===== src/rtl/bwts_pkg.sv =====
`timescale 1ns / 1ps

package bwts_pkg;

	// Defaults for the top-level parameters
	localparam int MAX_SIDE_DEF   = 256;
	localparam int TEXEL_BITS_DEF = 16;

	// Fixed field widths
	localparam int FRAC_W     = 16;
	localparam int IDX_W      = 16;
	localparam int VAL_W      = 16;
	localparam int COORD_IN_W = 32;
	localparam int OUT_W      = 16;
	localparam int CFG_ADDR_W = 2;
	localparam int CFG_DATA_W = 9;

	// Slave tdata layout, lowest field first
	localparam int IDX_LSB   = 0;
	localparam int VAL_LSB   = IDX_LSB + IDX_W;
	localparam int U_LSB     = VAL_LSB + VAL_W;
	localparam int V_LSB     = U_LSB + COORD_IN_W;
	localparam int S_TDATA_W = V_LSB + COORD_IN_W;

	// Result queue
	localparam int OFIFO_DEPTH = 16;

	// Configuration register indexes
	localparam logic [CFG_ADDR_W-1:0] CFG_TEX_WIDTH  = 2'd0;
	localparam logic [CFG_ADDR_W-1:0] CFG_TEX_HEIGHT = 2'd1;

	// Neighbor taps of one sample
	localparam int NUM_TAPS = 4;
	localparam int TAP_00   = 0;   // row y0, column x0
	localparam int TAP_10   = 1;   // row y0, column x1
	localparam int TAP_01   = 2;   // row y1, column x0
	localparam int TAP_11   = 3;   // row y1, column x1

	typedef enum logic [0:0] {
		REQ_WRITE  = 1'b0,
		REQ_SAMPLE = 1'b1
	} req_t;

	typedef struct packed {
		logic valid;
		req_t kind;
	} ctl_t;

	typedef struct packed {
		logic nonempty;
		logic full;
	} ofifo_stat_t;

endpackage


===== src/rtl/bwts_ofifo.sv =====
`timescale 1ns / 1ps

module bwts_ofifo #(
	parameter int DEPTH = bwts_pkg::OFIFO_DEPTH,
	parameter int W     = bwts_pkg::OUT_W
) (
	input  logic                  clk,
	input  logic                  arst_n,
	input  logic                  push,
	input  logic [W-1:0]          push_data,
	input  logic                  pop,
	output logic [W-1:0]          head_data,
	output bwts_pkg::ofifo_stat_t stat
);

	localparam int PTR_W = $clog2(DEPTH);
	localparam int CNT_W = $clog2(DEPTH + 1);

	logic [W-1:0]     slot_q [DEPTH];
	logic [PTR_W-1:0] wr_ptr_q, rd_ptr_q;
	logic [CNT_W-1:0] count_q;

	always_ff @(posedge clk or negedge arst_n) begin
		if (!arst_n) begin
			wr_ptr_q <= '0;
			rd_ptr_q <= '0;
			count_q  <= '0;
		end else begin
			if (push) begin
				wr_ptr_q <= (wr_ptr_q == PTR_W'(DEPTH - 1)) ? '0 : wr_ptr_q + PTR_W'(1);
			end
			if (pop) begin
				rd_ptr_q <= (rd_ptr_q == PTR_W'(DEPTH - 1)) ? '0 : rd_ptr_q + PTR_W'(1);
			end
			if (push && !pop) begin
				count_q <= count_q + CNT_W'(1);
			end else if (pop && !push) begin
				count_q <= count_q - CNT_W'(1);
			end
		end
	end

	always_ff @(posedge clk) begin
		if (push) begin
			slot_q[wr_ptr_q] <= push_data;
		end
	end

	assign head_data     = slot_q[rd_ptr_q];
	assign stat.nonempty = (count_q != '0);
	assign stat.full     = (count_q == CNT_W'(DEPTH));

endmodule


===== config.mk =====
export PLATFORM = sky130hd
export DESIGN_NAME = bwts_ofifo
export DESIGN_NICKNAME = d
export VERILOG_FILES = /design/src/rtl/bwts_pkg.sv /design/src/rtl/bwts_ofifo.sv
export SDC_FILE = /design/constraint.sdc
export NUM_CORES = 1
export LEC_CHECK = 0
export BUFFER_PORTS_ARGS = -buffer_cell sky130_fd_sc_hd__buf_2
export CAP_MARGIN = 20
export CORE_MARGIN = 2
export CORE_UTILIZATION = 57
export CTS_BUF_LIST = sky130_fd_sc_hd__clkbuf_16
export CTS_CLUSTER_DIAMETER = 50
export DETAILED_ROUTE_END_ITERATION = 8
export PLACE_DENSITY = 0.76
export SLEW_MARGIN = 20
export SYNTH_ARGS = -nofsm -noshare
export SYNTH_HDL_FRONTEND = slang
export SYNTH_SLANG_ARGS = --single-unit

===== constraint.sdc =====
create_clock -name clk -period 4.1 [get_ports clk]
set_input_delay 0.205 -clock clk [delete_from_list [all_inputs] [get_ports clk]]
set_output_delay 0.205 -clock clk [all_outputs]
set_load 0.01 [all_outputs]

After elaboration in Yosys (flattened, before gate mapping)
Memory sizes are Yosys's and may differ from the RTL's.
Index checks and enable logic that the tools add are counted.

cells by class
  reduce and logical (&&, ||, !) cells = 6
  add/sub/neg operators = 4
  muxes and demuxes = 6
  eq/ne operators = 3

operators by type and width
  cell                                              count
  2-to-1 mux 5 bit                                  2
  adder 4 x 1 -> 4 bit, second input constant       2
  equality test 4 bit, second input constant        2
  2-to-1 mux 4 bit                                  2
  adder 5 x 1 -> 5 bit, second input constant       1
  equality test 5 bit, second input constant        1
  nonzero test 5 bit                                1
  subtractor 5 x 1 -> 5 bit, second input constant  1
  logical AND 1 bit                                 2
  zero test 1 bit                                   2
  2-to-1 mux 1 bit                                  2
  nonzero test 2 bit                                1

storage, ports and cells
  memories kept = 1
  bits in registers = 13
  memory bits (writable) = 256
  input bits = 20
  logic and storage cells = 23
  output and inout port bits = 18

memory list
  memory  words  bits a word  read ports  clocked after Yosys merged registers in  write ports  RTL line          source
  slot_q  16     16           1           0                                        1            bwts_ofifo.sv:19  logic [W-1:0] slot_q [DEPTH];

Depth between registers and ports, before layout
  depth in word-level cells = 4
  gate-level depth with buffers = 8
  gate-level depth less buffers = 8

Worst setup path after synthesis
OpenSTA, ideal clock, no wires.

  kind = flip-flop to flip-flop
  start = reg wr_ptr_q[0]
  end = mem slot_q[2][0] (netlist bit), enable pin
  library setup time = 0.409 ns
  required time = 3.691 ns
  path buffers = 0
  slack = 1.810 ns
  period minus slack after synthesis = 2.290 ns
  data arrival time = 1.881 ns
  cell stages (with the launch flop) = 5
  cells stage by stage = dfrtp_1 > inv_1 > ha_1 > nand2_1 > nor3_1

RTL lines
  what                    RTL line          source
  start, declared         bwts_ofifo.sv:20  logic [PTR_W-1:0] wr_ptr_q, rd_ptr_q;
  start signal, assigned  bwts_ofifo.sv:30  wr_ptr_q <= (wr_ptr_q == PTR_W'(DEPTH - 1)) ? '0 : wr_ptr_q + PTR_W'(1);
  end, declared           bwts_ofifo.sv:19

Straight into the memory's write port.

Worst setup path in the final report
  start = reg rd_ptr_q[0]
  end = out head_data[7]

on the way
  longest elaborated chain between the ends = 1

RTL lines
  what                    RTL line          source
  start, declared         bwts_ofifo.sv:20
  start signal, assigned  bwts_ofifo.sv:33  rd_ptr_q <= (rd_ptr_q == PTR_W'(DEPTH - 1)) ? '0 : rd_ptr_q + PTR_W'(1);
  memory (16 x 16 bit)    --
  end, declared           bwts_ofifo.sv:12  output logic [W-1:0] head_data,

No other way between the ends.

==> results <==
- The capture endpoint of the worst hold path is wr_ptr_q[1].
- The number of enable-type register cells in the synthesized netlist is ~260.
- Sequential elements use 74.9% of the synthesized area.
- The level count of the clock H-tree is 1.
- The tightest min-delay check is of the in -> reg type.
- The worst pin sits at a relative slew slack of 38.2%.
- The number of cells on the worst reg-to-reg path is 5.
- In this run the remaining antenna-violating nets after routing total 0.
- The critical path arrival is about 3000 ps.
- The number of input and output port buffers inserted is 37.
- The clock skew is 8.84 ps.
- At the pin with the least slew margin, the transition time is 926 ps.
- Setup total negative slack on the finished layout was measured at 0 ps.
- The cell area after technology mapping is 10700 µm².
- The area of the die is ~20000 µm².
- The initial utilization of the core area, before any placement, comes to about 58%.
- The proportion of register bits with asynchronous set or reset after synthesis is 4.83%.
- The launching element type of the critical path is a flop.
- The total detailed-routing wirelength is 22.2 mm.
- The die span in x is 141 µm.
- Counting every sink on the clock net gives 269.
- In this run the most critical hold path is launched from push.
- The total clock buffers created by CTS is 26.
- The core region is 18600 µm².
- The cell count of the worst hold path is 2.
- STA classifies the critical path endpoint as an output pin.
- Counting every instance in the synthesized netlist gives 526.
- The count of final hold-check violations came to 0.
- The terminus of the critical flop-to-flop path is slot_q[6][3].
- The worst path in the final design needs a cycle of 3200 ps, including I/O delays and setup.
- The TritonCTS clock tree is done.
- In this run the worst path has a maximum fanout of 29.
- The tool flagged a number of max-cap violations equal to 0.
- Ranked by total cell area, the synthesized netlist is headed by edfxtp_1 72%, mux4_2 6.5%, mux2i_1 4.6%.
- The path type of the worst setup path is reg -> out.
- The buffer count from post-CTS setup fixing is 0.
- The filler-free cell count of the finished design is 840.
- The wire length of the first global-routing pass is roughly 34 mm.
- The internal reg-to-reg setup slack is 1910 ps.
- In the final layout, the share of cells above drive strength 1 is between 20% and 30%.
- The number of search-and-repair iterations in the first detailed-routing pass is 5.
- Power spread over the standard cell area amounts to ~650 nW/µm².
- The count of filler cells inserted in the layout is 1166.
- The total global routing overflow is 0.
- The number of global-route vias before repair is 5554.
- Dividing the final minimum period by the clock period gives 78.0%.
- STA puts the critical path data required time at 3890 ps.
- The setup slack after placement is about 1400 ps.
- The maximum number of pins on one net before global-route repair is 60.
- In the synthesized netlist the dominant register cell turns out to be edfxtp_1.
- Setup repair after global routing left no endpoint under its margin.
- The overall fraction of global-route tracks in use is 22.9%.
- Clock-pin slew was measured on the worst setup and hold paths at 60 ps.
- The post-synthesis cell type count is 36.
- In this run the static leakage power is slightly above 4 nW.
- The largest total area in the synthesized netlist belongs to edfxtp_1.
- The critical path goes through buf_4, mux4_1, a32oi_1, o21ai_1, buf_2.
- Across all setup checks in the final design, the least slack found is ~900 ps.
- From synthesis to final layout, the design area changed by 13.0%.
- Once detailed placement completed, the half-perimeter wirelength came to ~13 mm.
- The final design utilization is 65.1%.
- The net count reported at finish is slightly above 600.
- For this run, design rule violations remaining after detail routing come to 0.
- The flop and latch count out of synthesis is about 270.
- The I/O pin count is 38.
- The yosys synthesis warning count is 0.
- The detailed router placed 5439 vias in this run.
- The buffer cell driving the clock tree root is clkbuf_16.
- The total number of placement rows is 50.
- The clock passes through at most 3 buffers.
- The synthesized design devotes to its leading area cell type 71.9% of total area.
- For this run, the slowest stage of the critical path takes 920 ps.
- The maximum achievable frequency is 0.313 GHz.
- By instance count, the leading cell after synthesis is edfxtp_1.
- In this run, post-CTS repair resized a total of 0 instances.
- IR analysis of the VDD net gives a maximum drop of 0.429 mV.
- Among all stages on the critical path, the largest delay is contributed by dfrtp_2.
- The launching point of the worst reg2reg path is wr_ptr_q[0].
- The synthesized net count is 556.
- The commonest cells after synthesis are 256 x edfxtp_1, 49 x mux2i_1, 31 x mux4_2.
- The number of DRC markers in iteration 0 is between 500 and 600.
- The max-slew violation count is 0.
- The initial antenna violation count was 0.
- Routability-driven placement finished with a final weighted congestion of a little under 0.8.
- After synthesis, the mean cell area works out to 20.3 µm².
- Counting tap cells, the placed design contains a total of 790 instances.
- The average via count per standard cell is roughly 6.5.
- The number of setup violations in the final report is 0.
- The number of antenna diodes in the final layout is 0.
- For the worst-skew pair, the clock arrives at the later sink with an insertion delay of 520 ps.
- The run finished with clean final reports.
- The wire length per cell after detailed routing is 26.4 µm.
- The vertical extent of the die is 141 µm.
## cells by family after synthesis
kind of cell    count (synthesis)  share of synthesized area (%)
flops                         269                           74.9
compound gates                 63                           3.96
buf+inv                        34                           1.94
simple gates                   44                           1.86
fa+ha+maj                      10                           1.24
xor+xnor                        6                          0.491
mux                           100                           15.6
## state kept, by name (all words and copies together) (netlist names)
signal / cells
wr_ptr_q: 4
rd_ptr_q: 4
slot_q: 256
count_q: 5
## layout by cell type (no fill, tap or decap), types with 7 or more instances in the layout
cell type,count
a22oi_1,16
a32oi_1,16
buf_2,37
buf_4,22
clkbuf_16,27
dfrtp_1,11
edfxtp_1,256
ha_1,9
mux2i_1,49
mux4_1,17
mux4_2,31
nand2_1,12
nor2_1,11
o21ai_0,7
o21ai_1,16
## final cells by class
class	instances	area, µm²	share of cell area (%)
inverter	5	18.8	0.155
clock buffer	27	676	5.59
timing repair buffer	61	370	3.06
sequential	269	8020	66.3
tap	234	293	2.42
clock inverter	21	201	1.67
multi-input combinational	223	2510	20.8
## per-layer routing
metal  routed length [µm]  vias up  share of wire, %  global-route usage (%)
li1                     -     2297                 -                       -
met1                 8990     2844                40                    32.0
met2                11100      262                50                    38.5
met3                 1750       36               7.9                    3.77
met4                  377        0               1.7                    5.84
met5                    0        -                 0                       0
## stage by stage
stage	hold WS (ps)	power [mW]	cell area [µm²]
2_1_floorplan	-90.6	4.79	10700
3_3_place_gp	109	5.37	11200
3_5_place_dp	125	5.44	11200
4_1_cts	29.7	7.84	12100
5_1_grt	51.4	8.10	12100
6_report	41.5	7.80	12100
## power by group
group          internal, mW  total (mW)  switching, mW
registers              3.28        3.56          0.278
logic                 0.807        1.85           1.04
clock network          1.40        2.39          0.992
## timing repair
action                                  4_1_cts  5_1_grt
endpoints found under the hold margin        15        0
hold buffers                                  2        0
endpoints found under the setup margin        0        0
## worst max path at each step
stage	cells after the start	startpoint	end
after floorplan	4	wr_ptr_q[0]	slot_q[2][0]
after CTS	6	rd_ptr_q[0]	head_data[8]
after global placement	5	rd_ptr_q[0]	head_data[7]
after detailed placement	6	rd_ptr_q[0]	head_data[8]
final	5	rd_ptr_q[0]	head_data[7]
after global routing	6	rd_ptr_q[0]	head_data[7]
## worst max-delay path: cells and delay by family, from the launching register on
family / cells / cell delay [ps]
muxes: 1 / 670
DFF: 1 / 920
buffers and inverters: 2 / 580
AOI/OAI and AO/OA: 2 / 300
Power figures use the tool's default switching activity.
