===== src/rtl/bwts_pkg.sv =====
`timescale 1ns / 1ps

package bwts_pkg;

	// Defaults for the top-level parameters
	localparam int MAX_SIDE_DEF   = 256;
	localparam int TEXEL_BITS_DEF = 16;

	// Fixed field widths
	localparam int FRAC_W     = 16;
	localparam int IDX_W      = 16;
	localparam int VAL_W      = 16;
	localparam int COORD_IN_W = 32;
	localparam int OUT_W      = 16;
	localparam int CFG_ADDR_W = 2;
	localparam int CFG_DATA_W = 9;

	// Slave tdata layout, lowest field first
	localparam int IDX_LSB   = 0;
	localparam int VAL_LSB   = IDX_LSB + IDX_W;
	localparam int U_LSB     = VAL_LSB + VAL_W;
	localparam int V_LSB     = U_LSB + COORD_IN_W;
	localparam int S_TDATA_W = V_LSB + COORD_IN_W;

	// Result queue
	localparam int OFIFO_DEPTH = 16;

	// Configuration register indexes
	localparam logic [CFG_ADDR_W-1:0] CFG_TEX_WIDTH  = 2'd0;
	localparam logic [CFG_ADDR_W-1:0] CFG_TEX_HEIGHT = 2'd1;

	// Neighbor taps of one sample
	localparam int NUM_TAPS = 4;
	localparam int TAP_00   = 0;   // row y0, column x0
	localparam int TAP_10   = 1;   // row y0, column x1
	localparam int TAP_01   = 2;   // row y1, column x0
	localparam int TAP_11   = 3;   // row y1, column x1

	typedef enum logic [0:0] {
		REQ_WRITE  = 1'b0,
		REQ_SAMPLE = 1'b1
	} req_t;

	typedef struct packed {
		logic valid;
		req_t kind;
	} ctl_t;

	typedef struct packed {
		logic nonempty;
		logic full;
	} ofifo_stat_t;

endpackage


===== src/rtl/bwts_blend.sv =====
`timescale 1ns / 1ps

module bwts_blend #(
	parameter int TEXEL_BITS = bwts_pkg::TEXEL_BITS_DEF
) (
	input  logic                              clk,
	input  logic                              arst_n,
	input  bwts_pkg::ctl_t                    ctl_s3,
	input  logic [bwts_pkg::FRAC_W-1:0]       dx_s3,
	input  logic [bwts_pkg::FRAC_W-1:0]       dy_s3,
	input  logic signed [TEXEL_BITS-1:0]      texel_s4 [bwts_pkg::NUM_TAPS],
	output logic                              res_valid,
	output logic [bwts_pkg::OUT_W-1:0]        res_data
);

	localparam int T      = TEXEL_BITS;
	localparam int MUL_W  = T + bwts_pkg::FRAC_W + 2;
	localparam int WGT_W  = bwts_pkg::FRAC_W + 1;

	bwts_pkg::ctl_t ctl_s4, ctl_s5, ctl_s6, ctl_s7, ctl_s8;

	logic [bwts_pkg::FRAC_W-1:0] dx_s4, dy_s4, dy_s5, dy_s6;
	logic signed [T-1:0]         t00_s5, t01_s5;
	logic signed [MUL_W-1:0]     m0_s5, m1_s5;
	logic signed [T-1:0]         a0_s6, a1_s6, a0_s7;
	logic signed [MUL_W-1:0]     m2_s7;
	logic signed [T-1:0]         r_s8;

	logic signed [T:0]           diff0, diff1, diff2;
	logic signed [WGT_W-1:0]     wx, wy;

	always_ff @(posedge clk or negedge arst_n) begin
		if (!arst_n) begin
			ctl_s4 <= '0;
			ctl_s5 <= '0;
			ctl_s6 <= '0;
			ctl_s7 <= '0;
			ctl_s8 <= '0;
		end else begin
			ctl_s4 <= ctl_s3;
			ctl_s5 <= ctl_s4;
			ctl_s6 <= ctl_s5;
			ctl_s7 <= ctl_s6;
			ctl_s8 <= ctl_s7;
		end
	end

	// a*(1-w) + b*w is rewritten as a + (b-a)*w; the floor stays exact
	assign diff0 = (T+1)'(texel_s4[bwts_pkg::TAP_10]) - (T+1)'(texel_s4[bwts_pkg::TAP_00]);
	assign diff1 = (T+1)'(texel_s4[bwts_pkg::TAP_11]) - (T+1)'(texel_s4[bwts_pkg::TAP_01]);
	assign wx    = $signed({1'b0, dx_s4});
	assign diff2 = (T+1)'(a1_s6) - (T+1)'(a0_s6);
	assign wy    = $signed({1'b0, dy_s6});

	always_ff @(posedge clk) begin
		dx_s4  <= dx_s3;
		dy_s4  <= dy_s3;

		m0_s5  <= MUL_W'(diff0) * MUL_W'(wx);
		m1_s5  <= MUL_W'(diff1) * MUL_W'(wx);
		t00_s5 <= texel_s4[bwts_pkg::TAP_00];
		t01_s5 <= texel_s4[bwts_pkg::TAP_01];
		dy_s5  <= dy_s4;

		a0_s6  <= T'(MUL_W'(t00_s5) + (m0_s5 >>> bwts_pkg::FRAC_W));
		a1_s6  <= T'(MUL_W'(t01_s5) + (m1_s5 >>> bwts_pkg::FRAC_W));
		dy_s6  <= dy_s5;

		m2_s7  <= MUL_W'(diff2) * MUL_W'(wy);
		a0_s7  <= a0_s6;

		r_s8   <= T'(MUL_W'(a0_s7) + (m2_s7 >>> bwts_pkg::FRAC_W));
	end

	assign res_valid = ctl_s8.valid && (ctl_s8.kind == bwts_pkg::REQ_SAMPLE);
	assign res_data  = bwts_pkg::OUT_W'(r_s8);

endmodule


===== config.mk =====
export PLATFORM = sky130hd
export DESIGN_NAME = bwts_blend
export DESIGN_NICKNAME = d
export VERILOG_FILES = /design/src/rtl/bwts_pkg.sv /design/src/rtl/bwts_blend.sv
export SDC_FILE = /design/constraint.sdc
export NUM_CORES = 2
export LEC_CHECK = 0
export BUFFER_PORTS_ARGS = -buffer_cell sky130_fd_sc_hd__buf_2
export CORE_UTILIZATION = 35
export DETAILED_ROUTE_END_ITERATION = 8
export SYNTH_ARGS = -nofsm -noshare
export SYNTH_HDL_FRONTEND = slang
export SYNTH_SLANG_ARGS = --single-unit
export TNS_END_PERCENT = 10

===== constraint.sdc =====
create_clock -name clk -period 8.2 [get_ports clk]
set_clock_uncertainty 0.1 [all_clocks]
set_input_delay 0.41 -clock clk [delete_from_list [all_inputs] [get_ports clk]]
set_output_delay 0.41 -clock clk [all_outputs]
set_load 0.005 [all_outputs]

After elaboration in Yosys (flattened, before gate mapping)
Cells that the tools add are included.
{"block": "totals", "reg_bits": 266, "in_bits": 100, "out_inout_bits": 17, "elab_cells": 33}
{"block": "classes", "n_addsub": 6, "mul": 3, "reduce_logical": 1}
{"op": "multiplier 17 x 17 -> 32 bit", "count": 3}
{"op": "subtractor 16 x 16 -> 17 bit", "count": 3}
{"op": "adder 16 bit", "count": 3}
{"op": "logical AND 1 bit", "count": 1}

Logic depth before layout (Yosys ltp)
{"block": "depth", "ltp_word": 2, "mapped_depth": 34, "depth_no_buf": 34}

Worst setup path after synthesis
No wires, ideal clock.
{"block": "synth_path", "path_type": "input to register", "from": "in texel_s4[0] in the netlist's numbering", "to": "reg m1_s5[31]", "setup_time_ps": 122, "t_arrival_ps": 7681, "required_ps": 7978, "slack_ps": 297, "path_stages": 34, "path_buffers": 2, "cell_sequence": "inv_1 ha_1 fa_1 nor2b_1 o21ai_1 a21boi_1 o2111ai_1 a21oi_1 o41ai_1 a22o_1 buf_2 nand2_1 inv_1 fa_1 inv_1 fa_1 clkbuf_1 xor2_1 xnor2_1 fa_1 fa_1 inv_1 fa_1 inv_1 ha_1 a21oi_1 inv_1 a21oi_1 nor2_1 a221o_1 nor2_1 nand2_1 o21ai_0 xnor2_1"}
{"block": "synth_via", "elab_chain_len": 2}
{"item": "start: declaration", "line_no": "bwts_blend.sv:11", "rtl": "input logic signed [TEXEL_BITS-1:0] texel_s4 [bwts_pkg::NUM_TAPS],"}
{"item": "subtractor 16 x 16 -> 17 bit", "line_no": "bwts_blend.sv:50", "rtl": "assign diff1 = (T+1)'(texel_s4[bwts_pkg::TAP_11]) - (T+1)'(texel_s4[bwts_pkg::TAP_01]);"}
{"item": "multiplier 17 x 17 -> 32 bit", "line_no": "bwts_blend.sv:60", "rtl": "m1_s5 <= MUL_W'(diff1) * MUL_W'(wx);"}
{"item": "end signal: assignment", "line_no": "bwts_blend.sv:60"}
{"item": "end: declaration", "line_no": "bwts_blend.sv:24", "rtl": "logic signed [MUL_W-1:0] m0_s5, m1_s5;"}
Every way passes these cells.

Worst setup path in the final report
{"block": "layout_path", "from": "in texel_s4[51] in the netlist's numbering", "to": "reg m0_s5[28]"}
{"block": "layout_via", "elab_chain_len": 2}
{"item": "subtractor 16 x 16 -> 17 bit", "line_no": "bwts_blend.sv:49", "rtl": "assign diff0 = (T+1)'(texel_s4[bwts_pkg::TAP_10]) - (T+1)'(texel_s4[bwts_pkg::TAP_00]);"}
{"item": "multiplier 17 x 17 -> 32 bit", "line_no": "bwts_blend.sv:59", "rtl": "m0_s5 <= MUL_W'(diff0) * MUL_W'(wx);"}
{"item": "end signal: assignment", "line_no": "bwts_blend.sv:59"}
{"item": "end: declaration", "line_no": "bwts_blend.sv:24"}
Every way passes these cells.

==> impl_metrics.yaml <==
clock_network:
  clk_latency_ns: 0.64
  cts_sinks: 218
  root_buffer: "clkbuf_16"
  h-tree-depth: 1
  clk_pin_slew_ns: 0.05
  clock_path_buffers: 3
  numCtsBuffers: 31
  cts_tree: "built"
layout:
  syn2layout_area_growth_pct: 14.6
  diodes: 0
  fin_nets: 5604
  design_area_um2: 43500
  fillers: 10700
  layout-drive-gt1-share: 0.109
  multi_input_area_um2: 29400
  regArea_um2: 4430
worst_setup_path:
  crit_start: "texel_s4[51]"
  crit_fanout: 8
  critical_path_class: "input port to flop"
  crit_top_cell: "fa_1"
  r2r_end: "m2_s7[29]$_DFF_P_"
  endpoint_kind: "flop"
  setup.worst_path.end: "m0_s5[28]$_DFF_P_"
  rrSetupSlack_ns: 0.33
  crit_arrival_ns: 8.31
  cp_slowest_cell: "fa_1"
  cpPeakStageDelay_ns: 0.62
  timing.rr.start: "a0_s6[1]$_DFF_P_"
  worstPathRequired_ns: 8.64
  worstSetupStartpointType: "input port"
  r2r_cells: 34
timing:
  fmax_mhz: 127
  setup_violations: 0
  relSlewSlack: 0.219
  worst_slew_pin_slew_ns: 1.17
  slew_viol_final: 0
  worst_hold_slack_ns: 0.0194
  period_needed_ns: 7.87
  fin_crit_sh: 0.960
  finalHoldViolCount: 0
grt:
  grt_pass1_vias: 28800
  grt_max_degree: 39
  antenna_found_initial: 5
  grt.total_usage: 0.179
  grt_pass1_wl_mm: 156
  grt_overflow: 0
yosys:
  synth.most_common_cell: "inv_1"
  synth_common_cells: "inv_1 (1079), fa_1 (779), nand2_1 (418)"
  synth_area_leaders: "fa_1 (41%), ha_1 (11%), dfxtp_1 (11%)"
  ys_types: 74
  yosys.area.top_type: "fa_1"
  ys_seq_elements: 218
  synth_top_area_share: 0.411
  ys.flop_type: "dfxtp_1"
  yosys_warnings: 0
  synth-async-reset-ratio: 0.0459
  netlist_area_um2: 37900
  syn_inst: 4103
  syn_avg_cell_area_um2: 9.25
  synth-edff-count: 0
  ys_seq_area_frac: 0.116
  syn-num-nets: 5324
die:
  io_pins: 117
  die_h_um: 331
  core-area_um2: 107000
  initial_utilization: 0.354
  die_x_um: 331
  row_count: 120
  die_area_um2: 110000
placed_design:
  placed_area_um2: 41200
  dp_hpwl_mm: 76.0
  place_congestion: 0.858
  portBuffers: 116
detailed_routing:
  vias: 26700
  drc: 0
  routedWlPerCell_um: 16.2
  ant_nets: 0
  first_iter_violations: 1399
  routed_wirelength_mm: 94.3
  dr.pass1.iters: 7
  vias_per_cell: 4.59
hold_path:
  hold_class: "input port to flop"
flow_run:
  max_cap_viol_count: 0
outcome:
  status: "completed"
==> metal layers <==
| layer | share of wire | track usage |
|---|---|---|
| met1 | 0.44 | 0.239 |
| met5 | 0 | 0 |
| met3 | 0.052 | 0.0258 |
| met2 | 0.48 | 0.305 |
| met4 | 0.026 | 0.0457 |
==> worst min-delay path by stage <==
stage	from	to	slack, ns	cells after the start
finish	texel_s4[17]	t01_s5[1]$_DFF_P_	0.02	2
global placement	arst_n	ctl_s8[0]$_DFF_PN0_	0.17	1
floorplan	arst_n	ctl_s4[0]$_DFF_PN0_	0.01	0
global route	texel_s4[17]	t01_s5[1]$_DFF_P_	0.009	2
CTS	arst_n	ctl_s8[0]$_DFF_PN0_	0.02	2
detailed placement	arst_n	ctl_s8[0]$_DFF_PN0_	0.18	1
==> sequential cells by signal, indices dropped and copies added (netlist names), 16 cells and up <==
| register | cells |
|---|---|
| a1_s6 | 16 |
| a0_s7 | 16 |
| dy_s4 | 16 |
| m0_s5 | 16 |
| t00_s5 | 16 |
| dy_s6 | 16 |
| m1_s5 | 16 |
| m2_s7 | 16 |
| a0_s6 | 16 |
| t01_s5 | 16 |
| res_data | 16 |
| dy_s5 | 16 |
| dx_s4 | 16 |
==> critical path, delay by kind of cell <==
kind | cells | cell delay, ns
fa+ha+maj | 8 | 3.61
buf+inv | 7 | 1.15
compound gates | 10 | 2.49
simple gates | 3 | 0.52
xor+xnor | 1 | 0.12
==> cell type report <==
cell class              instances  area share
multi-input cells            2672       0.676
clock buffers                  38      0.0191
clock inverters                19     0.00406
flip-flops and latches        218       0.102
well taps                    1403      0.0404
repair buffers                378      0.0647
inverters                    1082      0.0935
==> kinds of logic (layout without fill, tap and decap cells) <==
group,Yosys count,after routing,share of synthesized area
XOR/XNOR,190,190,0.0439
AO/OA/AOI/OAI,273,273,0.0498
adder cells (fa/ha/maj),1126,1126,0.525
buffers and inverters,1213,1517,0.121
AND/OR/NAND/NOR,1083,1083,0.144
flip-flops,218,218,0.116
==> layout by cell type (no fill, tap or decap), types with 21 or more instances in the layout <==
cell	instances
nand2b_1	39
buf_2	116
xnor2_1	143
dfxtp_1	196
nor3_1	29
a21o_1	32
dlygate4sd3_1	66
ha_1	334
nand2_1	417
clkbuf_16	31
and2_1	338
nand3_1	33
nor2b_1	76
fa_1	768
nor2_1	86
buf_4	185
o21ai_1	21
a21oi_1	63
xor2_1	38
inv_1	1074
==> metrics by stage <==
| step | instances | worst slack, ns | setup TNS [ns] | utilization |
|---|---|---|---|---|
| 2_1_floorplan | 4103 | 0.297 | 0 | - |
| 6_report | 5810 | 0.332 | 0 | 0.406 |
| 4_1_cts | 5791 | 0.00277 | 0 | 0.400 |
| 5_1_grt | 5810 | -0.0171 | -0.0171 | 0.406 |
| 3_5_place_dp | 5667 | -0.180 | -1.11 | 0.384 |
| 3_3_place_gp | 5667 | -0.104 | -0.499 | 0.384 |
==> timing repair <==
action | 4_1_cts | 5_1_grt
setup endpoints to repair | 5 | 29
pin swaps | 1 | 102
hold buffers | 67 | 0
hold endpoints to repair | 76 | 0
cloned | 0 | 1
buffers inserted | 0 | 20
resized for setup | 3 | 103
Power is left out: the tool's default activity adds up to more than one toggle a clock period on the data nets, which glitch-free logic cannot reach.
