==> src/rtl/bwts_pkg.sv <==
`timescale 1ns / 1ps

package bwts_pkg;

	// Defaults for the top-level parameters
	localparam int MAX_SIDE_DEF   = 256;
	localparam int TEXEL_BITS_DEF = 16;

	// Fixed field widths
	localparam int FRAC_W     = 16;
	localparam int IDX_W      = 16;
	localparam int VAL_W      = 16;
	localparam int COORD_IN_W = 32;
	localparam int OUT_W      = 16;
	localparam int CFG_ADDR_W = 2;
	localparam int CFG_DATA_W = 9;

	// Slave tdata layout, lowest field first
	localparam int IDX_LSB   = 0;
	localparam int VAL_LSB   = IDX_LSB + IDX_W;
	localparam int U_LSB     = VAL_LSB + VAL_W;
	localparam int V_LSB     = U_LSB + COORD_IN_W;
	localparam int S_TDATA_W = V_LSB + COORD_IN_W;

	// Result queue
	localparam int OFIFO_DEPTH = 16;

	// Configuration register indexes
	localparam logic [CFG_ADDR_W-1:0] CFG_TEX_WIDTH  = 2'd0;
	localparam logic [CFG_ADDR_W-1:0] CFG_TEX_HEIGHT = 2'd1;

	// Neighbor taps of one sample
	localparam int NUM_TAPS = 4;
	localparam int TAP_00   = 0;   // row y0, column x0
	localparam int TAP_10   = 1;   // row y0, column x1
	localparam int TAP_01   = 2;   // row y1, column x0
	localparam int TAP_11   = 3;   // row y1, column x1

	typedef enum logic [0:0] {
		REQ_WRITE  = 1'b0,
		REQ_SAMPLE = 1'b1
	} req_t;

	typedef struct packed {
		logic valid;
		req_t kind;
	} ctl_t;

	typedef struct packed {
		logic nonempty;
		logic full;
	} ofifo_stat_t;

endpackage

==> src/rtl/bwts_addr.sv <==
`timescale 1ns / 1ps

module bwts_addr #(
	parameter int MAX_SIDE   = bwts_pkg::MAX_SIDE_DEF,
	parameter int TEXEL_BITS = bwts_pkg::TEXEL_BITS_DEF
) (
	input  logic                                  clk,
	input  logic                                  arst_n,
	input  bwts_pkg::ctl_t                        in_ctl,
	input  logic [bwts_pkg::IDX_W-1:0]            texel_index,
	input  logic signed [bwts_pkg::VAL_W-1:0]     texel_value,
	input  logic [bwts_pkg::FRAC_W-1:0]           u_frac,
	input  logic [bwts_pkg::FRAC_W-1:0]           v_frac,
	input  logic [$clog2(MAX_SIDE+1)-1:0]         width,
	input  logic [$clog2(MAX_SIDE+1)-1:0]         height,
	output bwts_pkg::ctl_t                        ctl_s3,
	output logic                                  wr_en,
	output logic [$clog2(MAX_SIDE*MAX_SIDE)-1:0]  wr_addr,
	output logic signed [TEXEL_BITS-1:0]          wr_data,
	output logic [$clog2(MAX_SIDE*MAX_SIDE)-1:0]  rd_addr [bwts_pkg::NUM_TAPS],
	output logic [bwts_pkg::FRAC_W-1:0]           dx_s3,
	output logic [bwts_pkg::FRAC_W-1:0]           dy_s3
);

	localparam int SIDE_W      = $clog2(MAX_SIDE + 1);
	localparam int COORD_W     = $clog2(MAX_SIDE);
	localparam int ADDR_W      = $clog2(MAX_SIDE * MAX_SIDE);
	localparam int STORE_DEPTH = MAX_SIDE * MAX_SIDE;
	localparam int PROD_W      = bwts_pkg::FRAC_W + SIDE_W;
	localparam int ROW_W       = COORD_W + SIDE_W;

	// stage 1: scaled coordinates
	bwts_pkg::ctl_t              ctl_s1;
	logic [PROD_W-1:0]           px_s1, py_s1;
	logic [ADDR_W-1:0]           waddr_s1;
	logic                        wok_s1;
	logic signed [TEXEL_BITS-1:0] wval_s1;

	// stage 2: cell corners and weights
	bwts_pkg::ctl_t              ctl_s2;
	logic [COORD_W-1:0]          x0_s2, x1_s2, y0_s2, y1_s2;
	logic [bwts_pkg::FRAC_W-1:0] dx_s2, dy_s2;
	logic [ADDR_W-1:0]           waddr_s2;
	logic                        wok_s2;
	logic signed [TEXEL_BITS-1:0] wval_s2;

	// stage 3: row bases
	logic [ADDR_W-1:0]           row0_s3, row1_s3;
	logic [COORD_W-1:0]          x0_s3, x1_s3;
	logic [ADDR_W-1:0]           waddr_s3;
	logic                        wok_s3;
	logic signed [TEXEL_BITS-1:0] wval_s3;

	logic [COORD_W-1:0]          x0_d, y0_d, x1_d, y1_d;
	logic [SIDE_W:0]             x0_inc, y0_inc;

	always_ff @(posedge clk or negedge arst_n) begin
		if (!arst_n) begin
			ctl_s1 <= '0;
			ctl_s2 <= '0;
			ctl_s3 <= '0;
		end else begin
			ctl_s1 <= in_ctl;
			ctl_s2 <= ctl_s1;
			ctl_s3 <= ctl_s2;
		end
	end

	always_ff @(posedge clk) begin
		px_s1    <= PROD_W'(u_frac) * PROD_W'(width);
		py_s1    <= PROD_W'(v_frac) * PROD_W'(height);
		waddr_s1 <= ADDR_W'(texel_index);
		wok_s1   <= 32'(texel_index) < 32'(STORE_DEPTH);
		wval_s1  <= TEXEL_BITS'(texel_value);
	end

	// integer part picks the cell; the far neighbor wraps at the edge
	always_comb begin
		x0_d   = px_s1[bwts_pkg::FRAC_W +: COORD_W];
		y0_d   = py_s1[bwts_pkg::FRAC_W +: COORD_W];
		x0_inc = (SIDE_W+1)'(x0_d) + (SIDE_W+1)'(1);
		y0_inc = (SIDE_W+1)'(y0_d) + (SIDE_W+1)'(1);
		x1_d   = (x0_inc == (SIDE_W+1)'(width))  ? '0 : COORD_W'(x0_inc);
		y1_d   = (y0_inc == (SIDE_W+1)'(height)) ? '0 : COORD_W'(y0_inc);
	end

	always_ff @(posedge clk) begin
		x0_s2    <= x0_d;
		x1_s2    <= x1_d;
		y0_s2    <= y0_d;
		y1_s2    <= y1_d;
		dx_s2    <= px_s1[bwts_pkg::FRAC_W-1:0];
		dy_s2    <= py_s1[bwts_pkg::FRAC_W-1:0];
		waddr_s2 <= waddr_s1;
		wok_s2   <= wok_s1;
		wval_s2  <= wval_s1;
	end

	always_ff @(posedge clk) begin
		row0_s3  <= ADDR_W'(ROW_W'(y0_s2) * ROW_W'(width));
		row1_s3  <= ADDR_W'(ROW_W'(y1_s2) * ROW_W'(width));
		x0_s3    <= x0_s2;
		x1_s3    <= x1_s2;
		dx_s3    <= dx_s2;
		dy_s3    <= dy_s2;
		waddr_s3 <= waddr_s2;
		wok_s3   <= wok_s2;
		wval_s3  <= wval_s2;
	end

	assign rd_addr[bwts_pkg::TAP_00] = row0_s3 + ADDR_W'(x0_s3);
	assign rd_addr[bwts_pkg::TAP_10] = row0_s3 + ADDR_W'(x1_s3);
	assign rd_addr[bwts_pkg::TAP_01] = row1_s3 + ADDR_W'(x0_s3);
	assign rd_addr[bwts_pkg::TAP_11] = row1_s3 + ADDR_W'(x1_s3);

	assign wr_en   = ctl_s3.valid && (ctl_s3.kind == bwts_pkg::REQ_WRITE) && wok_s3;
	assign wr_addr = waddr_s3;
	assign wr_data = wval_s3;

endmodule

==> config.mk <==
export PLATFORM = sky130hd
export DESIGN_NAME = bwts_addr
export DESIGN_NICKNAME = d
export VERILOG_FILES = /design/src/rtl/bwts_pkg.sv /design/src/rtl/bwts_addr.sv
export SDC_FILE = /design/constraint.sdc
export NUM_CORES = 1
export LEC_CHECK = 0
export ABC_AREA = 1
export BUFFER_PORTS_ARGS = -buffer_cell sky130_fd_sc_hd__buf_4
export CORE_MARGIN = 1.5
export CORE_UTILIZATION = 45
export CTS_BUF_LIST = sky130_fd_sc_hd__clkbuf_4
export CTS_CLUSTER_DIAMETER = 50
export CTS_CLUSTER_SIZE = 8
export DETAILED_ROUTE_END_ITERATION = 8
export MAX_ROUTING_LAYER = met4
export PLACE_DENSITY = 0.77
export SYNTH_ARGS = -nofsm -noshare
export SYNTH_HDL_FRONTEND = slang
export SYNTH_SLANG_ARGS = --single-unit
==> constraint.sdc <==
create_clock -name clk -period 3.75 [get_ports clk]
set_input_delay 0.1875 -clock clk [delete_from_list [all_inputs] [get_ports clk]]
set_output_delay 0.1875 -clock clk [all_outputs]
set_load 0.01 [all_outputs]
# == After elaboration in Yosys (flattened, before gate mapping) ==
# Index checks and enable logic that the tools add are counted.
# totals
register_bits,294
input_bits,86
output_inout_bits,131
elab_cells,40
# classes
n_addsub,6
n_mul,4
n_eq_ne,2
bitwise,1
reduce_logical,1
# op_table
op,n
$add 16x8->16,4
$mul 16x9->24,2
$mul 8x9->16,2
$add 8x1->9 const B,2
$eq 9x9->1,2
$logic_and 1x1->1,1
$not 1->1,1

# == Depth between registers and ports, before layout ==
# Gate-level depths: netlist of run 1.
# depth
depth_word,2
depth_mapped,23

# == Worst setup path before layout of run 1 ==
# Ideal clock, no wire load.
# synth_path
kind,input -> register
from,input port height[3]
to,register py_s1[23]
setup_ns,0.114
t_arrival_ns,3.906
required_time_ns,3.636
path_slack_ns,-0.270
stages,17
path_buffers,2
cell_sequence,clkbuf_1 > clkbuf_1 > nand2_1 > fa_1 > inv_1 > fa_1 > fa_1 > inv_1 > fa_1 > inv_1 > ha_1 > nand2_1 > nor2_1 > a21boi_0 > o21ai_0 > nand4_1 > nand2_1
# synth_between
elab_chain_len,1
# synth_rtl
item,line_no,text
start: declaration,bwts_addr.sv:15,"input logic [$clog2(MAX_SIDE+1)-1:0] height,"
$mul 16x9->24,bwts_addr.sv:71,py_s1 <= PROD_W'(v_frac) * PROD_W'(height);
end signal: assignment,bwts_addr.sv:71,
end: declaration,bwts_addr.sv:34,"logic [PROD_W-1:0] px_s1, py_s1;"
# Every way passes these cells.
# A chain may end at the register's enable or synchronous reset.

# == Worst setup path in the final report of run 1 ==
# layout_path
from,register y1_s2[2]
to,register row1_s3[13]
# layout_between
elab_chain_len,1
# layout_rtl
item,line_no,text
start: declaration,bwts_addr.sv:41,"logic [COORD_W-1:0] x0_s2, x1_s2, y0_s2, y1_s2;"
start signal: assignment,bwts_addr.sv:91,y1_s2 <= y1_d;
$mul 8x9->16,bwts_addr.sv:101,row1_s3 <= ADDR_W'(ROW_W'(y1_s2) * ROW_W'(width));
end signal: assignment,bwts_addr.sv:101,
end: declaration,bwts_addr.sv:48,"logic [ADDR_W-1:0] row0_s3, row1_s3;"
# Every way passes these cells.

==> metrics.log, run 1 <==
INFO  metric crit_path_end_kind = flop
INFO  metric avgRoutedWirePerCell = around 13 µm
INFO  metric synth.net_count = 3427
INFO  metric reg2reg_setup_slack = 80 ps
INFO  metric cts-buffers-inserted = 46
INFO  metric drc = 0
INFO  metric slew_of_the_pin_with_the_lowest_slew_margin = roughly 430 ps
INFO  metric synth-adder-area-share = 0.349
INFO  metric place.port_buffers = between 200 and 250
INFO  metric floorplan.die.width = roughly 230 µm
INFO  metric final_design_area_no_fill = 27800 µm²
INFO  metric flip_flop_and_latch_count_after_synthesis = a little under 300
INFO  metric biggestRegsByFlops = px_s1 (24), py_s1 (24)
INFO  metric syn_avg_cell_area = 8.02 µm²
INFO  metric critical_path.max_fanout = 6
INFO  metric ioPinCount = around 220
INFO  metric routed_wirelength = slightly above 50000 µm
INFO  metric grt_pass1_vias = 18700
INFO  metric maximum_buffer_depth_of_the_clock_tree = 3
INFO  metric syn_inst = 2869
INFO  metric worst-endpoint-required = about 4400 ps
INFO  metric portion_of_the_post_synthesis_area_used_by_sequential_elements = 0.257
INFO  metric dp_hpwl = about 42000 µm
INFO  metric path_cells = nand2_1, inv_1, fa_1, inv_1, fa_1, inv_1, fa_1, fa_1, ha_4, nand2_2, nor3_2, nand3_1, nand4_1, xor2_1
INFO  metric clkSinkCount = roughly 290
INFO  metric post_synth_xor_area_fraction = 0.0411
INFO  metric final.period_utilization = 0.978
INFO  metric maximum_number_of_pins_on_one_net_before_global_route_repair = 23
INFO  metric crit_path_start_kind = flop
INFO  metric dr.pass1.iters = 5
INFO  metric die_y = approximately 230 µm
INFO  metric htreeDepth = 2
INFO  metric cp_slowest_cell = fa_1
INFO  metric avgViaCountPerCell = 4.66
INFO  metric area_fraction_in_compound_gates_after_synthesis = 0.0403
INFO  metric max_slew_margin = 0.711
INFO  metric post_synthesis_async_set_or_reset_flop_share = 0.0204
INFO  metric yosys_most_used_dff = dfxtp_1
INFO  metric drt-initial-drc-count = 958
INFO  metric grt_usage = 0.206
INFO  metric yosys_warnings = 0
INFO  metric endpoints_failing_setup = 0
INFO  metric initial_utilization = 0.457
INFO  metric flow.area_growth_from_synthesis = 20.9%
INFO  metric synth_top_family_by_area = adder cells
INFO  metric synth.distinct_cells = 39
INFO  metric grt_overflow = 0
INFO  metric critical_path_arrival = around 4300 ps
INFO  metric die-area = between 50000 and 60000 µm²
INFO  metric post_synth_mux_area_share = 0
INFO  metric report.final.hold_viol_count = 0
INFO  metric std_cell_rows = roughly 80
INFO  metric whs_endpoint = py_s1[0]$_DFF_P_
INFO  metric worst_hold_startpoint = height[0]
INFO  metric cts_tree = done
INFO  metric placedInstanceArea = 26600 µm²
INFO  metric cell_repeated_most_along_the_worst_path = fa_1
INFO  metric reg2regPathDepth = 14
INFO  metric min-delay-path-class = in -> reg
INFO  metric routability_congestion = roughly 0.90
INFO  metric filler_cell_count = about 4500
INFO  metric dr_total_vias = 18400
INFO  metric critPathBufInv = 3
INFO  metric final_period_demand_of_the_worst_path = 3670 ps
INFO  metric setup_repair_after_global_routing_missed_its_margin = true
INFO  metric worstReg2RegStart = y1_s2[2]$_SDFF_PN0_
INFO  metric drive_above_1_share = 0.166
INFO  metric worst_skew_pair_latency = ~700 ps
INFO  metric timing_max_transition_violations_final = 0
INFO  metric clock_skew = between 50 and 60 ps
INFO  metric cp_slowest_stage_delay = about 540 ps
INFO  metric status = finished, final reports clean
INFO  metric rr_endpoint = row1_s3[13]$_DFF_P_
INFO  metric finalNetCount = between 3000 and 4000
INFO  metric synthSimpleGateAreaFrac = 0.176
INFO  metric critPathKind = reg -> reg
INFO  metric grt_first_pass_wirelength = around 87000 µm
INFO  metric design.core.area = between 50000 and 60000 µm²
INFO  metric min_path_cells = 5
INFO  metric critical-path-top-delay-family = adder cells
INFO  metric postRouteAntennaNets = 0
INFO  metric cts_root_buffer = clkbuf_4
INFO  metric edff_count_synth = 0
INFO  metric mapped_area = about 23000 µm²
INFO  metric cap_violations = 0
INFO  metric cts.clk_slew.worst_paths = roughly 80 ps
INFO  metric antenna_found_initial = 2
INFO  metric timing.fmax = ~270 MHz
[cell families after synthesis]
kind of cell | Yosys count
buffers and inverters | 832
AO/OA/AOI/OAI | 169
XOR/XNOR | 108
flip-flops | 294
AND/OR/NAND/NOR | 994
adder cells (fa/ha/maj) | 472
[placed cells by master (no fill, tap or decap), types with 7 or more instances in the layout]
| master | n |
|---|---|
| a21oi_1 | 86 |
| o21ai_2 | 7 |
| a21oi_2 | 12 |
| xnor2_1 | 31 |
| ha_1 | 176 |
| nand4_1 | 17 |
| dlygate4sd3_1 | 41 |
| nand3_1 | 84 |
| inv_1 | 726 |
| clkbuf_4 | 51 |
| ha_4 | 13 |
| nor2_1 | 75 |
| nand2_2 | 11 |
| a21o_1 | 9 |
| nor3_1 | 7 |
| a21boi_0 | 7 |
| dfxtp_1 | 278 |
| o21ai_1 | 17 |
| xor2_1 | 77 |
| fa_1 | 282 |
| nand3b_1 | 13 |
| nand2_1 | 755 |
| o21ai_0 | 14 |
| nor2_2 | 12 |
| buf_4 | 391 |
[through the flow]
| stage | TNS [ps] | cells | hold slack [ps] | worst slack (ps) | utilization |
|---|---|---|---|---|---|
| after global routing | -159 | 3939 | 49.7 | -90.4 | 0.553 |
| after global placement | -3860 | 3831 | -4.92 | -171 | 0.529 |
| after detailed placement | -5710 | 3831 | -2.35 | -216 | 0.529 |
| after CTS | 0 | 3935 | 7.24 | 4.03 | 0.549 |
| after floorplan | -21.9 | 2869 | -108 | -20.5 | - |
| final | 0 | 3939 | 100 | 83.8 | 0.553 |
[worst register-to-register path: cells and delay by family, from the launching register on]
family / cells / cell delay, ps
DFF: 1 / 370
xor gates and xnor gates: 1 / 150
buffers and inverters: 3 / 160
and+or+nand+nor: 5 / 520
adders and majority gates: 5 / 2390
[final cells by class]
class	count	area [µm²]	share of cell area
clock buffers	51	383	0.0138
repair buffers	438	3470	0.125
well taps	672	841	0.0302
clock inverters	12	190	0.00684
multi-input cells	1743	14300	0.513
inverters	727	2730	0.0981
flip-flops and latches	294	5940	0.214
diodes	2	5.00	0.000180
[routing by layer]
metal,GRT usage,vias to the layer above,share of wire
met3,0.0300,90,0.056
met5,-,-,0
met2,0.354,507,0.49
li1,-,9144,-
met4,0.0611,0,0.025
met1,0.249,8628,0.43
[synthesized netlist by cell type, types with 6 or more instances]
cell        n  area, µm²
o21ai_0    26        130
nand3_1    87        435
o21a_1      6       45.0
ha_1      190       2380
clkbuf_1   88        330
a21boi_0    7       52.6
fa_1      282       5650
a21o_1      9       67.6
dfxtp_1   288       5770
xnor2_1    31        272
dfrtp_1     6        150
nand2_1   761       2860
nor2_1     85        319
xor2_1     77        674
o21ai_1    11       55.1
inv_1     726       2730
nand3b_1   13       97.6
nor3_1      9       45.0
buf_2      11       55.1
nand4_1    17        106
a21oi_1    99        495
[timing repair]
item | 4_1_cts | 5_1_grt
resized for setup | 6 | 61
pin swaps | 0 | 8
hold buffers | 41 | 0
endpoints found under the setup margin | 11 | 23
cloned | 0 | 0
endpoints found under the hold margin | 45 | 0
setup buffers | 0 | 2
[how the worst max path moves through the flow]
stage / start / endpoint / slack, ps / cells after the start
2_1_floorplan: height[3] / py_s1[23]$_DFF_P_ / -20 / 17
3_5_place_dp: width[6] / row0_s3[14]$_DFF_P_ / -220 / 14
6_report: y1_s2[2]$_SDFF_PN0_ / row1_s3[13]$_DFF_P_ / 80 / 14
4_1_cts: y1_s2[2]$_SDFF_PN0_ / row1_s3[14]$_DFF_P_ / 4 / 12
3_3_place_gp: width[5] / px_s1[13]$_DFF_P_ / -170 / 18
5_1_grt: y0_s2[2]$_DFF_P_ / row0_s3[14]$_DFF_P_ / -90 / 12
Power of run 1 is not shown: default switching activity piles up to over one toggle a cycle in this logic, so the estimate is an artifact.
==> run 2, diff against run 1 <==
--- a/config.mk
+++ b/config.mk
@@ -13,6 +13,7 @@
 export CTS_CLUSTER_DIAMETER = 50
 export CTS_CLUSTER_SIZE = 8
 export DETAILED_ROUTE_END_ITERATION = 8
+export GPL_TIMING_DRIVEN = 0
 export MAX_ROUTING_LAYER = met4
 export PLACE_DENSITY = 0.77
 export SYNTH_ARGS = -nofsm -noshare
==> constraint.sdc (replaced) <==
create_clock -name clk -period 3.75 [get_ports clk]
set_input_delay 0 -clock clk [delete_from_list [all_inputs] [get_ports clk]]
set_output_delay 0 -clock clk [all_outputs]
set_load 0.01 [all_outputs]
==> run 2 against run 1 <==
The flow now finishes with violations (negative setup slack). Flip-flop and latch count is the same. Via count is 1.4% higher. Worst setup slack worse by 130 ps. Die area is the same. Critical endpoint is now row1_s3[11]$_DFF_P_. Cell count shrank 1.5%.
==> metrics.log, run 2 (same netlist as run 1, synthesis figures left out) <==
INFO  metric status = complete, but fails checks
INFO  metric violations = negative setup slack
INFO  metric clock_skew = 28.1 ps (-22.6 ps)
INFO  metric grt_first_pass_wirelength = 89500 µm (+3.4%)
INFO  metric setup_repair_after_global_routing_missed_its_margin = true
INFO  metric design.core.area = 50300 µm² (unchanged)
INFO  metric finalNetCount = 3746 (-1.6%)
INFO  metric antenna_found_initial = 6 (+4)
INFO  metric ioPinCount = 217 (unchanged)
INFO  metric filler_cell_count = 4589 (+3.0%)
INFO  metric dr.pass1.iters = 6 (+1)
INFO  metric grt_overflow = 0 (unchanged)
INFO  metric most-common-layout-cells = 749 x nand2_1, 718 x inv_1, 279 x fa_1
INFO  metric biggestRegsByFlops = px_s1 (24), py_s1 (24)
INFO  metric max_slew_margin = 0.487 (-0.224)
INFO  metric worst-endpoint-required = 4400 ps (+40 ps)
INFO  metric floorplan.die.width = 229 µm (unchanged)
INFO  metric drc = 0 (unchanged)
INFO  metric cts-buffers-inserted = 45 (-2.2%)
INFO  metric cts_tree = done
INFO  metric initial_utilization = 0.457 (unchanged)
INFO  metric placedInstanceArea = 25100 µm² (-5.6%)
INFO  metric min-delay-path-class = in -> reg
INFO  metric timing.fmax = 264 MHz (-3.3%)
INFO  metric report.final.hold_viol_count = 0 (unchanged)
INFO  metric multi_input_comb_area = 14200 µm² (-0.21%)
INFO  metric die-area = 52500 µm² (unchanged)
INFO  metric cap_violations = 0 (unchanged)
INFO  metric layout.cells.most_common = nand2_1
INFO  metric dp_hpwl = 43200 µm (+1.9%)
INFO  metric cts_root_buffer = clkbuf_4
INFO  metric clkSinkCount = 294 (unchanged)
INFO  metric postRouteAntennaNets = 0 (unchanged)
INFO  metric ff_latch_area = 5950 µm² (+0.15%)
INFO  metric final_period_demand_of_the_worst_path = 3790 ps (+125 ps)
INFO  metric setup_ws = -41.4 ps (-125 ps)
INFO  metric drive_above_1_share = 0.120 (-0.0457)
INFO  metric routed_wirelength = 56200 µm (+8.3%)
INFO  metric dr_total_vias = 18600 (+1.4%)
INFO  metric worst_skew_pair_latency = 750 ps (+30 ps)
INFO  metric place.port_buffers = 166 (-23%)
INFO  metric final.period_utilization = 1.01 (+0.0334)
INFO  metric die_y = 229 µm (unchanged)
INFO  metric critical_path.max_fanout = 7 (+1)
INFO  metric maximum_buffer_depth_of_the_clock_tree = 3 (unchanged)
INFO  metric avgRoutedWirePerCell = 14.5 µm (+10%)
INFO  metric endpoints_failing_setup = 4 (+4)
INFO  metric flow.area_growth_from_synthesis = 17.7%
INFO  metric reg2reg_setup_slack = -40 ps (-130 ps)
INFO  metric maximum_number_of_pins_on_one_net_before_global_route_repair = 20 (-13%)
INFO  metric routability_congestion = 0.966 (+7.7%)
INFO  metric drt-initial-drc-count = 1153 (+20%)
INFO  metric avgViaCountPerCell = 4.80 (+3.0%)
INFO  metric grt_usage = 0.218 (+0.0125)
INFO  metric crit_path_start_kind = flop
INFO  metric timing_max_transition_violations_final = 0 (unchanged)
INFO  metric slew_of_the_pin_with_the_lowest_slew_margin = 770 ps (+340 ps)
INFO  metric htreeDepth = 2 (unchanged)
INFO  metric critical_path_arrival = 4440 ps (+170 ps)
INFO  metric crit_path_end_kind = flop
INFO  metric cts.clk_slew.worst_paths = 100 ps (+20 ps)
INFO  metric critPathKind = reg -> reg
INFO  metric final_design_area_no_fill = 27100 µm² (-2.7%)
INFO  metric std_cell_rows = 82 (unchanged)
INFO  metric grt_pass1_vias = 18300 (-1.7%)
## run 2: metal layers
metal | global-route usage | routed length, µm
met5 | - | 0
met4 | 0.0720 | 1890
met3 | 0.0452 | 4150
met2 | 0.375 | 27800
met1 | 0.254 | 22400
## run 2: through the flow
| stage | instances | setup TNS (ps) | setup slack, ps | util | hold WS (ps) |
|---|---|---|---|---|---|
| final | 3879 | -101 | -41.4 | 0.539 | 108 |
| after global routing | 3878 | -1010 | -170 | 0.538 | 47.1 |
| after CTS | 3854 | 0 | 3.33 | 0.529 | 28.0 |
| after detailed placement | 3707 | -32910 | -927 | 0.499 | -190 |
| after global placement | 3707 | -32580 | -936 | 0.499 | -193 |
| after floorplan | 2869 | 0 | 1.01 | - | -296 |
## run 2: critical path, stage by stage (launching register included)
cell and delay, ps:
dfxtp_2 330, buf_6 130, nand2_4 60, inv_2 40
fa_1 480, fa_1 590, fa_1 480, fa_1 580
ha_4 340, nand2_2 70, nand2_2 70, inv_2 50
o21ai_2 150, buf_4 120, a21oi_1 40, xnor2_1 130
## run 2: layout make-up
| type | instances | area share |
|---|---|---|
| clock buffer | 50 | 0.0139 |
| timing repair buffer | 288 | 0.0898 |
| tap | 672 | 0.0311 |
| multi-input combinational | 1743 | 0.525 |
| clock inverter | 9 | 0.00310 |
| antenna | 7 | 0.000647 |
| buffer | 89 | 0.0155 |
| inverter | 727 | 0.101 |
| sequential | 294 | 0.220 |
## run 2: timing repair
action / in CTS / in global routing
gates resized for setup: 43 / 113
hold buffers: 99 / 4
pin swaps: 0 / 26
setup buffers: 0 / 19
setup endpoints to repair: 27 / 26
hold endpoints to repair: 70 / 5
## run 2: final timing paths
| check | start | depth (start not counted) | end |
|---|---|---|---|
| max in group asynchronous | arst_n | 3 | ctl_s1[1]$_DFF_PN0_ |
| min | height[0] | 5 | py_s1[2]$_DFF_P_ |
| max | y1_s2[7]$_SDFF_PN0_ | 15 | row1_s3[11]$_DFF_P_ |
| min in group asynchronous | arst_n | 3 | ctl_s3[0]$_DFF_PN0_ |
| max reg2reg | y1_s2[7]$_SDFF_PN0_ | 15 | row1_s3[11]$_DFF_P_ |
| min reg2reg | px_s1[2]$_DFF_P_ | 0 | dx_s2[2]$_DFF_P_ |
Power of run 2 is left out for the same reason.
==> run 3, diff against run 2 <==
--- a/config.mk
+++ b/config.mk
@@ -7,7 +7,7 @@
 export LEC_CHECK = 0
 export ABC_AREA = 1
 export BUFFER_PORTS_ARGS = -buffer_cell sky130_fd_sc_hd__buf_4
-export CORE_MARGIN = 1.5
+export CORE_MARGIN = 3
 export CORE_UTILIZATION = 45
 export CTS_BUF_LIST = sky130_fd_sc_hd__clkbuf_4
 export CTS_CLUSTER_DIAMETER = 50
@@ -16,6 +16,7 @@
 export GPL_TIMING_DRIVEN = 0
 export MAX_ROUTING_LAYER = met4
 export PLACE_DENSITY = 0.77
+export RECOVER_POWER = 50
 export SYNTH_ARGS = -nofsm -noshare
 export SYNTH_HDL_FRONTEND = slang
 export SYNTH_SLANG_ARGS = --single-unit
==> run 3 against run 2 <==
The run now ends clean. First-iteration DRC count shrank 5.8%. Non-clock buffer count grew 8. Flip-flop and latch count is the same. Hold slack lost 66 ps. Worst setup slack gained 83 ps. Design area grew 0.42%. Via count shrank 1.1%. Register-to-register slack gained 80 ps. Die area grew 2.6%. Clock-buffer cell count is the same. Critical path depth is the same. Fmax grew 2.2%. Critical endpoint is now row1_s3[13]$_DFF_P_.
==> metrics.log, run 3 (same netlist as run 1, synthesis figures left out) <==
INFO  metric clock_skew = 56.1 ps (+28.0 ps)
INFO  metric setup_ws = 41.6 ps (+83.0 ps)
INFO  metric place.port_buffers = 166 (unchanged)
INFO  metric postRouteAntennaNets = 0 (unchanged)
INFO  metric critPathKind = reg -> reg
INFO  metric rr_endpoint = row1_s3[13]$_DFF_P_
INFO  metric placedInstanceArea = 25100 µm² (unchanged)
INFO  metric htreeDepth = 2 (unchanged)
INFO  metric reg2reg_setup_slack = 40 ps (+80 ps)
INFO  metric crit_path_end_kind = flop
INFO  metric filler_cell_count = 4651 (+1.4%)
INFO  metric cell_repeated_most_along_the_worst_path = inv_2
INFO  metric worst_hold_startpoint = height[4]
INFO  metric cp_slowest_stage_delay = 550 ps (-40 ps)
INFO  metric layout.cells.most_common = nand2_1
INFO  metric slew_of_the_pin_with_the_lowest_slew_margin = 793 ps (+22.4 ps)
INFO  metric cts_root_buffer = clkbuf_4
INFO  metric grt_pass1_vias = 18200 (-0.62%)
INFO  metric max_slew_margin = 0.472 (-0.0149)
INFO  metric path_cells = buf_6, nand2_2, inv_2, fa_1, inv_2, fa_1, inv_2, fa_2, fa_2, ha_4, nand2_4, nor3_4, nand3_1, nand4_1, xor2_1
INFO  metric maximum_number_of_pins_on_one_net_before_global_route_repair = 14 (-30%)
INFO  metric avgRoutedWirePerCell = 14.5 µm (about the same)
INFO  metric worst-endpoint-required = 4430 ps (+30 ps)
INFO  metric drc = 0 (unchanged)
INFO  metric crit_path_start_kind = flop
INFO  metric reg2regPathDepth = 15 (unchanged)
INFO  metric floorplan.die.width = 232 µm (+1.3%)
INFO  metric report.final.hold_viol_count = 0 (unchanged)
INFO  metric routability_congestion = 0.927 (-4.0%)
INFO  metric antenna_found_initial = 9 (+3)
INFO  metric ff_latch_area = 5950 µm² (about the same)
INFO  metric pre_cts_slack = -922 ps (+5.20 ps)
INFO  metric dr_total_vias = 18400 (-1.1%)
INFO  metric die_y = 232 µm (+1.3%)
INFO  metric final_period_demand_of_the_worst_path = 3710 ps (-83.0 ps)
INFO  metric most-common-layout-cells = 749 x nand2_1, 718 x inv_1, 279 x fa_1
INFO  metric drt-initial-drc-count = 1086 (-5.8%)
INFO  metric drive_above_1_share = 0.123 (+0.00309)
INFO  metric setup_repair_after_global_routing_missed_its_margin = true
INFO  metric cts-buffers-inserted = 46 (+2.2%)
INFO  metric std_cell_rows = 82 (unchanged)
INFO  metric dp_hpwl = 43600 µm (+0.98%)
INFO  metric grt_overflow = 0 (unchanged)
INFO  metric cts_tree = done
INFO  metric multi_input_comb_area = 14200 µm² (+0.19%)
INFO  metric endpoints_failing_setup = 0 (-4)
INFO  metric worstReg2RegStart = y1_s2[3]$_SDFF_PN0_
INFO  metric min-delay-path-class = in -> reg
INFO  metric timing.fmax = 270 MHz (+2.2%)
INFO  metric cp_slowest_cell = fa_2
INFO  metric min_path_cells = 6 (+1)
INFO  metric grt_first_pass_wirelength = 90900 µm (+1.5%)
INFO  metric grt_usage = 0.216 (-0.00231)
INFO  metric finalNetCount = 3755 (+0.24%)
INFO  metric maximum_buffer_depth_of_the_clock_tree = 3 (unchanged)
INFO  metric cap_violations = 0 (unchanged)
INFO  metric routed_wirelength = 56400 µm (+0.31%)
INFO  metric fin_setup_tns = 0 ps (+101 ps)
INFO  metric timing_max_transition_violations_final = 0 (unchanged)
INFO  metric critical_path.max_fanout = 5 (-2)
INFO  metric avgViaCountPerCell = 4.74 (-1.3%)
INFO  metric ioPinCount = 217 (unchanged)
INFO  metric clkSinkCount = 294 (unchanged)
INFO  metric flow.area_growth_from_synthesis = 18.2%
INFO  metric dr.pass1.iters = 8 (+2)
INFO  metric whs_endpoint = y1_s2[4]$_SDFF_PN0_
INFO  metric biggestRegsByFlops = px_s1 (24), py_s1 (24)
INFO  metric initial_utilization = 0.457 (unchanged)
INFO  metric critical_path_arrival = 4390 ps (-50 ps)
INFO  metric status = finished, final reports clean
INFO  metric die-area = 53900 µm² (+2.6%)
INFO  metric cts.clk_slew.worst_paths = 90 ps (about the same)
INFO  metric worst_skew_pair_latency = 730 ps (-20 ps)
INFO  metric design.core.area = 50300 µm² (unchanged)
INFO  metric final.period_utilization = 0.989 (-0.0221)
INFO  metric final_design_area_no_fill = 27200 µm² (+0.42%)
[run 3: changes by cell type in the layout (fill, tap and decap cells not counted), moves of 3 or more]
cell	before	now
clkbuf_4	52	90
buf_6	2	6
buf_4	185	153
clkbuf_1	37	40
dlygate4sd3_1	102	97
[run 3: critical path, delay by kind of cell (launching register included)]
family	cells	cell delay (ps)
buffers and inverters	4	260
xor gates and xnor gates	1	160
and+or+nand+nor	5	500
DFF	1	380
adders and majority gates	5	2360
[run 3: through the flow]
| stage | std cells | hold slack [ps] | util |
|---|---|---|---|
| floorplan | 2869 | -296 | - |
| global placement | 3707 | -193 | 0.499 |
| detailed placement | 3707 | -187 | 0.499 |
| CTS | 3851 | 0.366 | 0.528 |
| global route | 3888 | 11.3 | 0.541 |
| finish | 3888 | 42.0 | 0.541 |
[run 3: metal layers]
layer | vias to the layer above | global-route usage | wire, µm | part of all wire
li1 | 9038 | - | - | -
met1 | 8643 | 0.259 | 22600 | 0.40
met2 | 611 | 0.359 | 27800 | 0.49
met3 | 128 | 0.0411 | 3970 | 0.070
met4 | 0 | 0.0864 | 2090 | 0.037
met5 | - | - | 0 | 0
[run 3: final cells by class]
| cell class | count | area share |
|---|---|---|
| Clock inverter | 10 | 0.00433 |
| Buffer | 91 | 0.0162 |
| Antenna cell | 7 | 0.000644 |
| Timing Repair Buffer | 294 | 0.0905 |
| Sequential cell | 294 | 0.219 |
| Multi-Input combinational cell | 1743 | 0.524 |
| Clock buffer | 50 | 0.0138 |
| Tap cell | 672 | 0.0309 |
| Inverter | 727 | 0.100 |
[run 3: timing repair]
item / 4_1_cts / 5_1_grt
hold buffers: 94 / 6
setup endpoints to repair: 21 / 40
resized for setup: 28 / 155
pin swaps: 0 / 39
buffers inserted: 0 / 28
endpoints found under the hold margin: 72 / 10
[run 3: worst max-delay path by stage]
stage                   startpoint             endpoint  slack (ps)  depth (start not counted)
2_1_floorplan            height[5]    py_s1[23]$_DFF_P_           1                         17
5_1_grt        y1_s2[3]$_SDFF_PN0_  row1_s3[13]$_DFF_P_        -140                         15
4_1_cts           y0_s2[2]$_DFF_P_  row0_s3[15]$_DFF_P_           1                         16
6_report       y1_s2[3]$_SDFF_PN0_  row1_s3[13]$_DFF_P_          40                         15
3_5_place_dp              width[5]    px_s1[21]$_DFF_P_        -920                         20
3_3_place_gp              width[5]    px_s1[21]$_DFF_P_        -910                         20
Power of run 3 is left out for the same reason.
